[config.mk]
export PLATFORM = sky130hd
export DESIGN_NAME = dxt3_block_decoder_core
export DESIGN_NICKNAME = d
export VERILOG_FILES = /design/src/design/dxt3_pkg.sv /design/src/design/dxt3_palette.sv /design/src/design/dxt3_block_decoder_core.sv
export SDC_FILE = /design/constraint.sdc
export NUM_CORES = 1
export LEC_CHECK = 0
export BUFFER_PORTS_ARGS = -buffer_cell sky130_fd_sc_hd__buf_2
export CAP_MARGIN = 20
export CORE_MARGIN = 5
export CORE_UTILIZATION = 55
export CTS_CLUSTER_SIZE = 40
export DETAILED_ROUTE_END_ITERATION = 16
export PLACE_DENSITY_LB_ADDON = 0.08
export SLEW_MARGIN = 15
export SYNTH_ARGS = -nofsm -noshare
export SYNTH_HDL_FRONTEND = slang
export SYNTH_SLANG_ARGS = --single-unit
export TNS_END_PERCENT = 100
[constraint.sdc]
create_clock -name clk -period 17.1 [get_ports clk]
set_clock_uncertainty 0.2 [all_clocks]
set_input_delay 0.855 -clock clk [delete_from_list [all_inputs] [get_ports clk]]
set_output_delay 0.855 -clock clk [all_outputs]
set_load 0.005 [all_outputs]
[src/design/dxt3_pkg.sv]
// Shared types, register indexes and color arithmetic for the DXT3 block decoder.
package dxt3_pkg;

	localparam int unsigned CFG_IDX_W = 2;
	localparam int unsigned CFG_DATA_W = 11;

	typedef enum logic [CFG_IDX_W-1:0] {
		REG_BLOCKS_ACROSS = 2'd0,
		REG_BLOCKS_DOWN   = 2'd1
	} cfg_reg_t;

	typedef struct packed {
		logic [7:0] blue;
		logic [7:0] green;
		logic [7:0] red;
	} rgb_t;

	// 5-bit to 8-bit: (v*527+23)>>6
	function automatic logic [7:0] widen5(input logic [4:0] v);
		logic [14:0] acc;
		acc = 15'(v) * 15'd527 + 15'd23;
		return acc[13:6];
	endfunction

	// 6-bit to 8-bit: (v*259+33)>>6
	function automatic logic [7:0] widen6(input logic [5:0] v);
		logic [14:0] acc;
		acc = 15'(v) * 15'd259 + 15'd33;
		return acc[13:6];
	endfunction

	function automatic rgb_t expand565(input logic [15:0] c);
		rgb_t p;
		p.blue  = widen5(c[4:0]);
		p.green = widen6(c[10:5]);
		p.red   = widen5(c[15:11]);
		return p;
	endfunction

	// floor((2*major+minor)/3) via reciprocal 683/2048, one lower on an exact
	// multiple of 3 when minor exceeds major. Low product bits stay below 683
	// exactly when the sum divides by 3.
	function automatic logic [7:0] third_mix(input logic [7:0] major, input logic [7:0] minor);
		logic [9:0]  s;
		logic [19:0] prod;
		logic [7:0]  q;
		logic        exact;
		s     = {1'b0, major, 1'b0} + 10'(minor);
		prod  = 20'(s) * 20'd683;
		q     = prod[18:11];
		exact = prod[10:0] < 11'd683;
		if (exact && (minor > major) && (q != 8'd0)) begin
			q = q - 8'd1;
		end
		return q;
	endfunction

endpackage

[src/design/dxt3_palette.sv]
// Interpolated colors 2 and 3 from the two widened end colors.
module dxt3_palette
	import dxt3_pkg::*;
(
	input  rgb_t e0,
	input  rgb_t e1,
	output rgb_t c2,
	output rgb_t c3
);

	always_comb begin
		c2.blue  = third_mix(e0.blue,  e1.blue);
		c2.green = third_mix(e0.green, e1.green);
		c2.red   = third_mix(e0.red,   e1.red);
		c3.blue  = third_mix(e1.blue,  e0.blue);
		c3.green = third_mix(e1.green, e0.green);
		c3.red   = third_mix(e1.red,   e0.red);
	end

endmodule

[src/design/dxt3_block_decoder_core.sv]
// Top level of the DXT3 block decoder: block intake, palette stage and pixel output.
// Each accepted 16-byte DXT3 block yields 16 pixels in row-major order, one pixel per
// cycle while out_ready does not stall the output register; the input register takes
// the next block while the current one is still being emitted, and blocks stream back
// to back when out_ready stays high. A block passes through the input register with
// widened end colors, then the palette register, then the output register. Blocks
// arrive in raster order;
// the block column and row counters wrap at blocks_across and blocks_down (0 is
// taken as 1, sizes above the maximum parameters are clamped). Configuration is
// written through cfg_valid/cfg_index/cfg_data, always ready, and must only be
// written while the block is idle.
module dxt3_block_decoder_core
	import dxt3_pkg::*;
#(
	parameter int unsigned MAX_BLOCKS_ACROSS = 1024,
	parameter int unsigned MAX_BLOCKS_DOWN   = 1024
) (
	input  logic                  clk,
	input  logic                  arst_n,
	input  logic                  cfg_valid,
	output logic                  cfg_ready,
	input  logic [CFG_IDX_W-1:0]  cfg_index,
	input  logic [CFG_DATA_W-1:0] cfg_data,
	input  logic                  in_valid,
	output logic                  in_ready,
	input  logic [63:0]           alpha_word,
	input  logic [63:0]           color_word,
	output logic                  out_valid,
	input  logic                  out_ready,
	output logic [7:0]            out_blue,
	output logic [7:0]            out_green,
	output logic [7:0]            out_red,
	output logic [7:0]            out_alpha,
	output logic [11:0]           pixel_x,
	output logic [11:0]           pixel_y,
	output logic                  last_of_block,
	output logic                  last_of_image
);

	localparam int unsigned CW = (MAX_BLOCKS_ACROSS > 1) ? $clog2(MAX_BLOCKS_ACROSS) : 1;
	localparam int unsigned RW = (MAX_BLOCKS_DOWN > 1) ? $clog2(MAX_BLOCKS_DOWN) : 1;
	localparam logic [13:0] MAX_ACROSS_C = 14'(MAX_BLOCKS_ACROSS);
	localparam logic [13:0] MAX_DOWN_C   = 14'(MAX_BLOCKS_DOWN);

	// configuration
	logic [CFG_DATA_W-1:0] blocks_across_q, blocks_down_q;
	logic [13:0]           across_eff, down_eff;

	assign cfg_ready = 1'b1;

	always_ff @(posedge clk or negedge arst_n) begin
		if (!arst_n) begin
			blocks_across_q <= CFG_DATA_W'(64);
			blocks_down_q   <= CFG_DATA_W'(64);
		end else if (cfg_valid && cfg_ready) begin
			unique case (cfg_index)
				REG_BLOCKS_ACROSS: blocks_across_q <= cfg_data;
				REG_BLOCKS_DOWN:   blocks_down_q   <= cfg_data;
				default: ;
			endcase
		end
	end

	always_comb begin
		priority if (blocks_across_q == '0)                 across_eff = 14'd1;
		else if (14'(blocks_across_q) > MAX_ACROSS_C)       across_eff = MAX_ACROSS_C;
		else                                                across_eff = 14'(blocks_across_q);
		priority if (blocks_down_q == '0)                   down_eff = 14'd1;
		else if (14'(blocks_down_q) > MAX_DOWN_C)           down_eff = MAX_DOWN_C;
		else                                                down_eff = 14'(blocks_down_q);
	end

	// handshake control
	logic       a_valid_s1, b_valid_s2, out_valid_s3;
	logic [3:0] pix_cnt_s2;
	logic       in_xfer, b_take, out_load, b_done;

	assign out_load = b_valid_s2 && (!out_valid_s3 || out_ready);
	assign b_done   = out_load && (pix_cnt_s2 == 4'd15);
	assign b_take   = a_valid_s1 && (!b_valid_s2 || b_done);
	assign in_ready = !a_valid_s1 || b_take;
	assign in_xfer  = in_valid && in_ready;

	// block position counters
	logic [CW-1:0] blk_col_q;
	logic [RW-1:0] blk_row_q;
	logic          col_end, row_end;

	assign col_end = (14'(blk_col_q) + 14'd1) >= across_eff;
	assign row_end = (14'(blk_row_q) + 14'd1) >= down_eff;

	always_ff @(posedge clk or negedge arst_n) begin
		if (!arst_n) begin
			blk_col_q <= '0;
			blk_row_q <= '0;
		end else if (in_xfer) begin
			if (col_end) begin
				blk_col_q <= '0;
				blk_row_q <= row_end ? '0 : blk_row_q + RW'(1);
			end else begin
				blk_col_q <= blk_col_q + CW'(1);
			end
		end
	end

	// stage 1: raw words, widened end colors, block position
	rgb_t          e0_s1, e1_s1;
	logic [63:0]   alpha_s1;
	logic [31:0]   idx_s1;
	logic [CW-1:0] col_s1;
	logic [RW-1:0] row_s1;
	logic          last_img_s1;

	always_ff @(posedge clk or negedge arst_n) begin
		if (!arst_n) begin
			a_valid_s1 <= 1'b0;
		end else if (in_xfer) begin
			a_valid_s1 <= 1'b1;
		end else if (b_take) begin
			a_valid_s1 <= 1'b0;
		end
	end

	always_ff @(posedge clk) begin
		if (in_xfer) begin
			e0_s1       <= expand565(color_word[15:0]);
			e1_s1       <= expand565(color_word[31:16]);
			alpha_s1    <= alpha_word;
			idx_s1      <= color_word[63:32];
			col_s1      <= blk_col_q;
			row_s1      <= blk_row_q;
			last_img_s1 <= col_end && row_end;
		end
	end

	// stage 2: four-entry palette, pixel sequencing
	rgb_t          c2_mix, c3_mix;
	rgb_t          pal_s2 [4];
	logic [63:0]   alpha_s2;
	logic [31:0]   idx_s2;
	logic [CW-1:0] col_s2;
	logic [RW-1:0] row_s2;
	logic          last_img_s2;

	dxt3_palette u_palette (
		.e0 (e0_s1),
		.e1 (e1_s1),
		.c2 (c2_mix),
		.c3 (c3_mix)
	);

	always_ff @(posedge clk or negedge arst_n) begin
		if (!arst_n) begin
			b_valid_s2 <= 1'b0;
			pix_cnt_s2 <= '0;
		end else begin
			if (b_take) begin
				b_valid_s2 <= 1'b1;
			end else if (b_done) begin
				b_valid_s2 <= 1'b0;
			end
			if (out_load) begin
				pix_cnt_s2 <= pix_cnt_s2 + 4'd1;
			end
		end
	end

	always_ff @(posedge clk) begin
		if (b_take) begin
			pal_s2[0]   <= e0_s1;
			pal_s2[1]   <= e1_s1;
			pal_s2[2]   <= c2_mix;
			pal_s2[3]   <= c3_mix;
			alpha_s2    <= alpha_s1;
			idx_s2      <= idx_s1;
			col_s2      <= col_s1;
			row_s2      <= row_s1;
			last_img_s2 <= last_img_s1;
		end
	end

	// pixel select
	logic [1:0]  sel;
	logic [3:0]  nib;
	rgb_t        pix;
	logic [13:0] px_full, py_full;

	assign sel     = idx_s2[{pix_cnt_s2, 1'b0} +: 2];
	assign nib     = alpha_s2[{pix_cnt_s2, 2'b00} +: 4];
	assign pix     = pal_s2[sel];
	assign px_full = 14'({col_s2, pix_cnt_s2[1:0]});
	assign py_full = 14'({row_s2, pix_cnt_s2[3:2]});

	// stage 3: output register
	logic [7:0]  blue_s3, green_s3, red_s3, alpha_s3;
	logic [11:0] px_s3, py_s3;
	logic        lob_s3, loi_s3;

	always_ff @(posedge clk or negedge arst_n) begin
		if (!arst_n) begin
			out_valid_s3 <= 1'b0;
		end else if (out_load) begin
			out_valid_s3 <= 1'b1;
		end else if (out_ready) begin
			out_valid_s3 <= 1'b0;
		end
	end

	always_ff @(posedge clk) begin
		if (out_load) begin
			blue_s3  <= pix.blue;
			green_s3 <= pix.green;
			red_s3   <= pix.red;
			alpha_s3 <= {nib, nib};
			px_s3    <= px_full[11:0];
			py_s3    <= py_full[11:0];
			lob_s3   <= pix_cnt_s2 == 4'd15;
			loi_s3   <= (pix_cnt_s2 == 4'd15) && last_img_s2;
		end
	end

	assign out_valid     = out_valid_s3;
	assign out_blue      = blue_s3;
	assign out_green     = green_s3;
	assign out_red       = red_s3;
	assign out_alpha     = alpha_s3;
	assign pixel_x       = px_s3;
	assign pixel_y       = py_s3;
	assign last_of_block = lob_s3;
	assign last_of_image = loi_s3;

`ifndef SYNTH
	a_image_end_is_block_end: assert property (@(posedge clk) disable iff (!arst_n)
		out_valid && last_of_image |-> last_of_block)
		else $error("last_of_image without last_of_block");

	a_empty_stage_counter_idle: assert property (@(posedge clk) disable iff (!arst_n)
		!b_valid_s2 |-> pix_cnt_s2 == 4'd0)
		else $error("pixel counter moved with no block in palette stage");

	a_empty_intake_ready: assert property (@(posedge clk) disable iff (!arst_n)
		!a_valid_s1 |-> in_ready)
		else $error("intake empty but not ready");

	a_col_in_range: assert property (@(posedge clk) disable iff (!arst_n)
		14'(blk_col_q) < MAX_ACROSS_C)
		else $error("block column beyond maximum");
`endif

endmodule
* Word-level counts from Yosys, hierarchy flattened
Memories as Yosys holds them, arrays and structs flattened. A register that Yosys moved wholly into a read port is not among the register bits.
Index checks and enable logic that the tools add are counted.
** Storage, ports and cells
- Flip-flop bits (word level) :: 365
- Bits in writable memories :: 96
- Input bits :: 146
- Output and inout port bits :: 61
- Word-level logic and storage cells :: 144
- Memories kept :: 1
** Cells by class
- Add/subtract/negate cells :: 23
- Multiply operators :: 12
- $lt $le $gt $ge :: 16
- Eq/ne operators :: 2
- Shift-type cells :: 2
- Mux-type cells :: 20
- Reductions and logical operators :: 39
** Memory list
- pal_s2 :: words 4, width 24, rd ports 1, clocked after memory_dff 1, wr ports 4, line dxt3_block_decoder_core.sv:138 : rgb_t pal_s2 [4];
** Operators by type and width (count)
- $mul A10 B10 Y19 const B :: 6
- $lt A11 B10 Y1 const B :: 6
- $shiftx A64 B7 Y4 :: 1
- $add A9 B8 Y10 :: 6
- $add A14 B5 Y14 const B :: 4
- $mul A5 B10 Y14 const B :: 4
- $gt A8 B8 Y1 :: 6
- $mux W8 :: 6
- $reduce_bool A8 Y1 :: 6
- $sub A8 B1 Y8 const B :: 6
- $mux W11 :: 4
- $shiftx A32 B6 Y2 :: 1
- $add A14 B6 Y14 const B :: 2
- $ge A11 B14 Y1 :: 2
- $mul A6 B9 Y14 const B :: 2
- $add A10 B1 Y11 const B :: 2
- $gt A11 B11 Y1 const B :: 2
- $logic_not A11 Y1 :: 2
- $add A10 B1 Y10 const B :: 2
- $mux W10 :: 2
- $logic_and A1 B1 Y1 :: 18
- $mux W1 :: 8
- $reduce_and A2 Y1 :: 3
- $reduce_bool A2 Y1 :: 3
- other kinds (6) :: 10

* Depth between registers and ports, before layout
- Word-level depth :: 9
- Gate-level depth with buffers :: 31
- Gate-level depth less buffers :: 30

* Modules after synthesis
Synthesis repeated with hierarchy kept, for this count alone.
** Unflattened totals
- Cell total of the unflattened synthesis :: 3107
- Area, all modules :: 36550.1 um^2
** By module, submodules not included
- dxt3_block_decoder_core :: times used 1, cells each 1238, area an instance 20822.5 um^2, seq. area each 14201.1 um^2
- dxt3_palette :: times used 1, cells each 1869, area an instance 15727.6 um^2, seq. area each 0.0 um^2

* Least setup slack after synthesis
OpenSTA, ideal clock, no wires.
- Path type :: register to register
- Start :: register e0_s1[1] (netlist bit)
- End :: memory pal_s2[3][3] (netlist bit) (data pin)
- Library setup time :: 256 ps
- Data arrival time :: 6826 ps
- Data required time :: 16644 ps
- Path slack :: 9818 ps
- Stages on the path, launching flop included :: 30
- Path buffers :: 0
- Period minus slack after synthesis :: 7282 ps
- Cells stage by stage :: edfxtp_1 > ha_1 > fa_1 > a21o_1 > a21oi_1 > nor2b_1 > nor2_1 > nor2_1 > nor2_1 > xor2_1 > inv_1 > ha_1 > ha_1 > inv_1 > fa_1 > inv_1 > fa_1 > inv_1 > fa_1 > inv_1 > ha_1 > or3_1 > and2_1 > o21ai_0 > nand2_1 > xnor2_1 > ha_1 > inv_1 > or4_4 > a41o_1
** RTL lines
- from (decl) :: line dxt3_block_decoder_core.sv:107 : rgb_t e0_s1, e1_s1;
- from (signal assigned) :: line dxt3_block_decoder_core.sv:126 : e0_s1 <= expand565(color_word[15:0]);
- to (decl) :: line dxt3_block_decoder_core.sv:138

==> impl_results.md <==
* Pre-antenna DRT Iters at 5
* Crit Path Category: reg2reg
* Main flop type after synthesis: edfxtp_1
* Critical Path Max Stage Delay at 0.52 ns
* Seq/Total Area, Yosys at 0.397
* Max Slew Vio Count at 0
* Initial Util at 0.555
* Residual DRC count at 0
* Cts hold-fix bufs at 0
* Via density at 5.55
* Cts repair resizes at 0
* Clk Tree Root Cell: clkbuf_16
* Fill cell count at 5194
* Syn_nets at 3881
* Area growth, synth to finish at 10.5%
* Num CTS Buffers at 51
* Largest net degree at the start of global routing at 165
* Post-CTS Setup Inserts at 0
* Vias at around 23000
* Cell row count at 93
* Wire length per cell at 18.1 µm
* H-tree depth at 2
* Outcome: completed
* Hold WS at around 0.16 ns
* CP delay by family, top: adder cells
* Crit start category: flip-flop
* R2R cell count at 24
* Setup-failing EPs final at 0
* Footprint of the multi-input gates at between 0.015 and 0.02 mm²
* Grt ovf at 0
* Clk pin slew, worst setup/hold paths at 0.07 ns
* Fin crit period at just under 8 ns
* CP Max Fanout at 7
* Max Cap Viol at 0
* I/O pin count at 207
* Final setup TNS at 0 ns
* FF+latch count, synth at between 400 and 500
* Worst EP arrival at 8.05 ns
* Worst Setup End Kind: flip-flop
* Max clock buf depth at 3
* Die Width at 265 µm
* Crit. path cell count at 24
* Post-DP HPWL at ~59 mm
* Min-delay worst type: in2async
* Avg Cell Area, Syn at 11.9 µm²
* Num Clock Sinks at about 480
* Async SR Flop Fraction at 0.102
* Flop2flop setup slack at 9.19 ns
* Layout Nets at 4112
* DR iter-0 viols at about 1300
* Period utilization at 0.463
* Total track usage at 0.213
* Worst Setup EP: pal_s2[2][22]
* Synth Warn # at 0
* FF+latch area at 0.0142 mm²
* Number of flops mapped to enable cells by yosys at 432
* First-pass GRT wire length at 123 mm
* Post-Synthesis Cells at about 3000
* Core Util, Final at 0.613
* CP bufs+invs at 3
* Critical Path Start: e0_s1[16]
* Initial antenna violation count at 0
* Netlist cell types at 92
* Max Freq at 0.126 GHz
* RR Startpoint: e0_s1[16]
* Number of global-route vias before repair at 23600
* CTS tree: built
* Die Area at 0.0702 mm²
* Worst r2r dst: pal_s2[2][22]
* Share of cells above drive strength 1 at 0.125
* CP max-delay cell: edfxtp_1
* Crit-path cells: ha_1 -> fa_1 -> a21oi_1 -> o21ai_0 -> or2_2 -> a21oi_1 -> xor2_1 -> inv_1 -> ha_1 -> ha_1 -> fa_1 -> fa_1 -> inv_1 -> fa_1 -> inv_1 -> ha_1 -> a21oi_1 -> nand4bb_1 -> o21ai_0 -> o211ai_1 -> nor3_1 -> nand3_1 -> nor2_1 -> mux2_2
* Hold Fails Final Rpt at 0
* Worst EP required at 17.24 ns
* Syn Std Cell Area at between 0.03 and 0.04 mm²
* Post-Route WL at about 75 mm
* Slew margin rel. at 0.281
* Routability Congestion at 0.874
* Slew @ Worst Pin at about 1.1 ns
* RSZ-0062 raised after global routing: false
* Clock latency on the worst-skew pair at 0.61 ns
* Post-route ant nets at 0
* Core Box Area at 0.0645 mm²
* Input/output buffers at 205
* Die height at 265 µm
-- cell type report --
class	instances	share of cell area
diodes	1	0.0000633
clock buffers	63	0.0340
clock inverters	30	0.00982
inverters	416	0.0397
multi-input cells	2071	0.502
flip-flops and latches	481	0.360
well taps	855	0.0271
repair buffers	215	0.0282
-- stage by stage --
step / std cells / area (µm²) / setup slack [ns]
floorplan: 3005 / 35700 / 9.82
global placement: 4038 / 37800 / 9.36
detailed placement: 4038 / 37800 / 9.24
CTS: 4131 / 39500 / 9.21
global route: 4131 / 39500 / 8.56
finish: 4132 / 39500 / 9.19
-- layer usage --
layer,GRT usage,part of all wire
met5,0,0
met4,0.0469,0.021
met3,0.0225,0.034
met2,0.376,0.51
met1,0.289,0.44
-- worst min-delay path by stage --
stage	startpoint	endpoint	cells after the start
after floorplan	alpha_s1[0]	alpha_s2[0]	0
after global placement	alpha_s1[32]	alpha_s2[32]	0
after detailed placement	alpha_s1[38]	alpha_s2[38]	0
after CTS	arst_n	blk_col_q[0]	2
after global routing	alpha_word[59]	alpha_s1[59]	1
final	arst_n	blk_col_q[0]	2
-- worst register-to-register path: stages (launching register included) --
cell	delay (ns)
edfxtp_1	0.52
ha_1	0.29
fa_1	0.40
a21oi_1	0.18
o21ai_0	0.14
or2_2	0.31
a21oi_1	0.18
xor2_1	0.46
inv_1	0.15
ha_1	0.25
ha_1	0.34
fa_1	0.52
fa_1	0.52
inv_1	0.05
fa_1	0.50
inv_1	0.04
ha_1	0.38
a21oi_1	0.34
nand4bb_1	0.21
o21ai_0	0.33
o211ai_1	0.28
nor3_1	0.40
nand3_1	0.16
nor2_1	0.13
mux2_2	0.34
-- sequential cells by signal, summed over array words and instances, names as in the netlist, 4 cells and up --
register	count
pal_s2	96
out_green	8
alpha_s1	64
blocks_down_q	11
idx_s2	32
col_s2	10
pixel_y	12
idx_s1	32
row_s1	10
pixel_x	12
blk_row_q	10
out_alpha	4
blk_col_q	10
row_s2	10
e0_s1	24
e1_s1	24
pix_cnt_s2	4
col_s1	10
alpha_s2	64
blocks_across_q	11
out_blue	8
out_red	8
-- logic make-up after synthesis --
logic type,after synthesis,synth area share
fa+ha+maj,730,0.289
compound gates,488,0.0905
flops,481,0.397
simple gates,537,0.0742
other cells,1,0.000105
buf+inv,453,0.0484
xor+xnor,223,0.0546
mux,92,0.0455
-- synth_stat cells (22+ instances only) --
| library cell | number | area [µm²] |
|---|---|---|
| xnor2_1 | 144 | 1260 |
| nand2b_1 | 22 | 138 |
| o21ai_0 | 104 | 521 |
| a21oi_1 | 124 | 621 |
| clkbuf_1 | 22 | 82.6 |
| a21o_1 | 58 | 435 |
| ha_1 | 569 | 7120 |
| xor2_1 | 79 | 692 |
| o21a_1 | 33 | 248 |
| mux2_2 | 24 | 270 |
| nand3_1 | 55 | 275 |
| dfrtp_1 | 47 | 1180 |
| nor3_1 | 44 | 220 |
| nor2_1 | 133 | 499 |
| nand2_1 | 141 | 529 |
| o211ai_1 | 25 | 188 |
| inv_1 | 415 | 1560 |
| mux4_2 | 54 | 1220 |
| edfxtp_1 | 432 | 13000 |
| fa_1 | 161 | 3220 |
| a211oi_1 | 26 | 195 |
-- layout by cell type (no fill, tap or decap), drive strengths merged, types with 21 or more instances in the layout --
cell type,count
xor2,79
clkbuf,63
o21a,33
nor2,133
nand4,21
edfxtp,432
o21ai,108
dfrtp,47
a21o,58
nor3,45
fa,161
xnor2,144
and3,22
nand2,141
a21oi,124
ha,569
nand3,55
a211oi,28
buf,215
mux2,24
mux4,54
inv,417
o211ai,26
nand2b,23
Power is not shown: default switching activity piles up to over one toggle a cycle in this logic, so the estimate is an artifact.
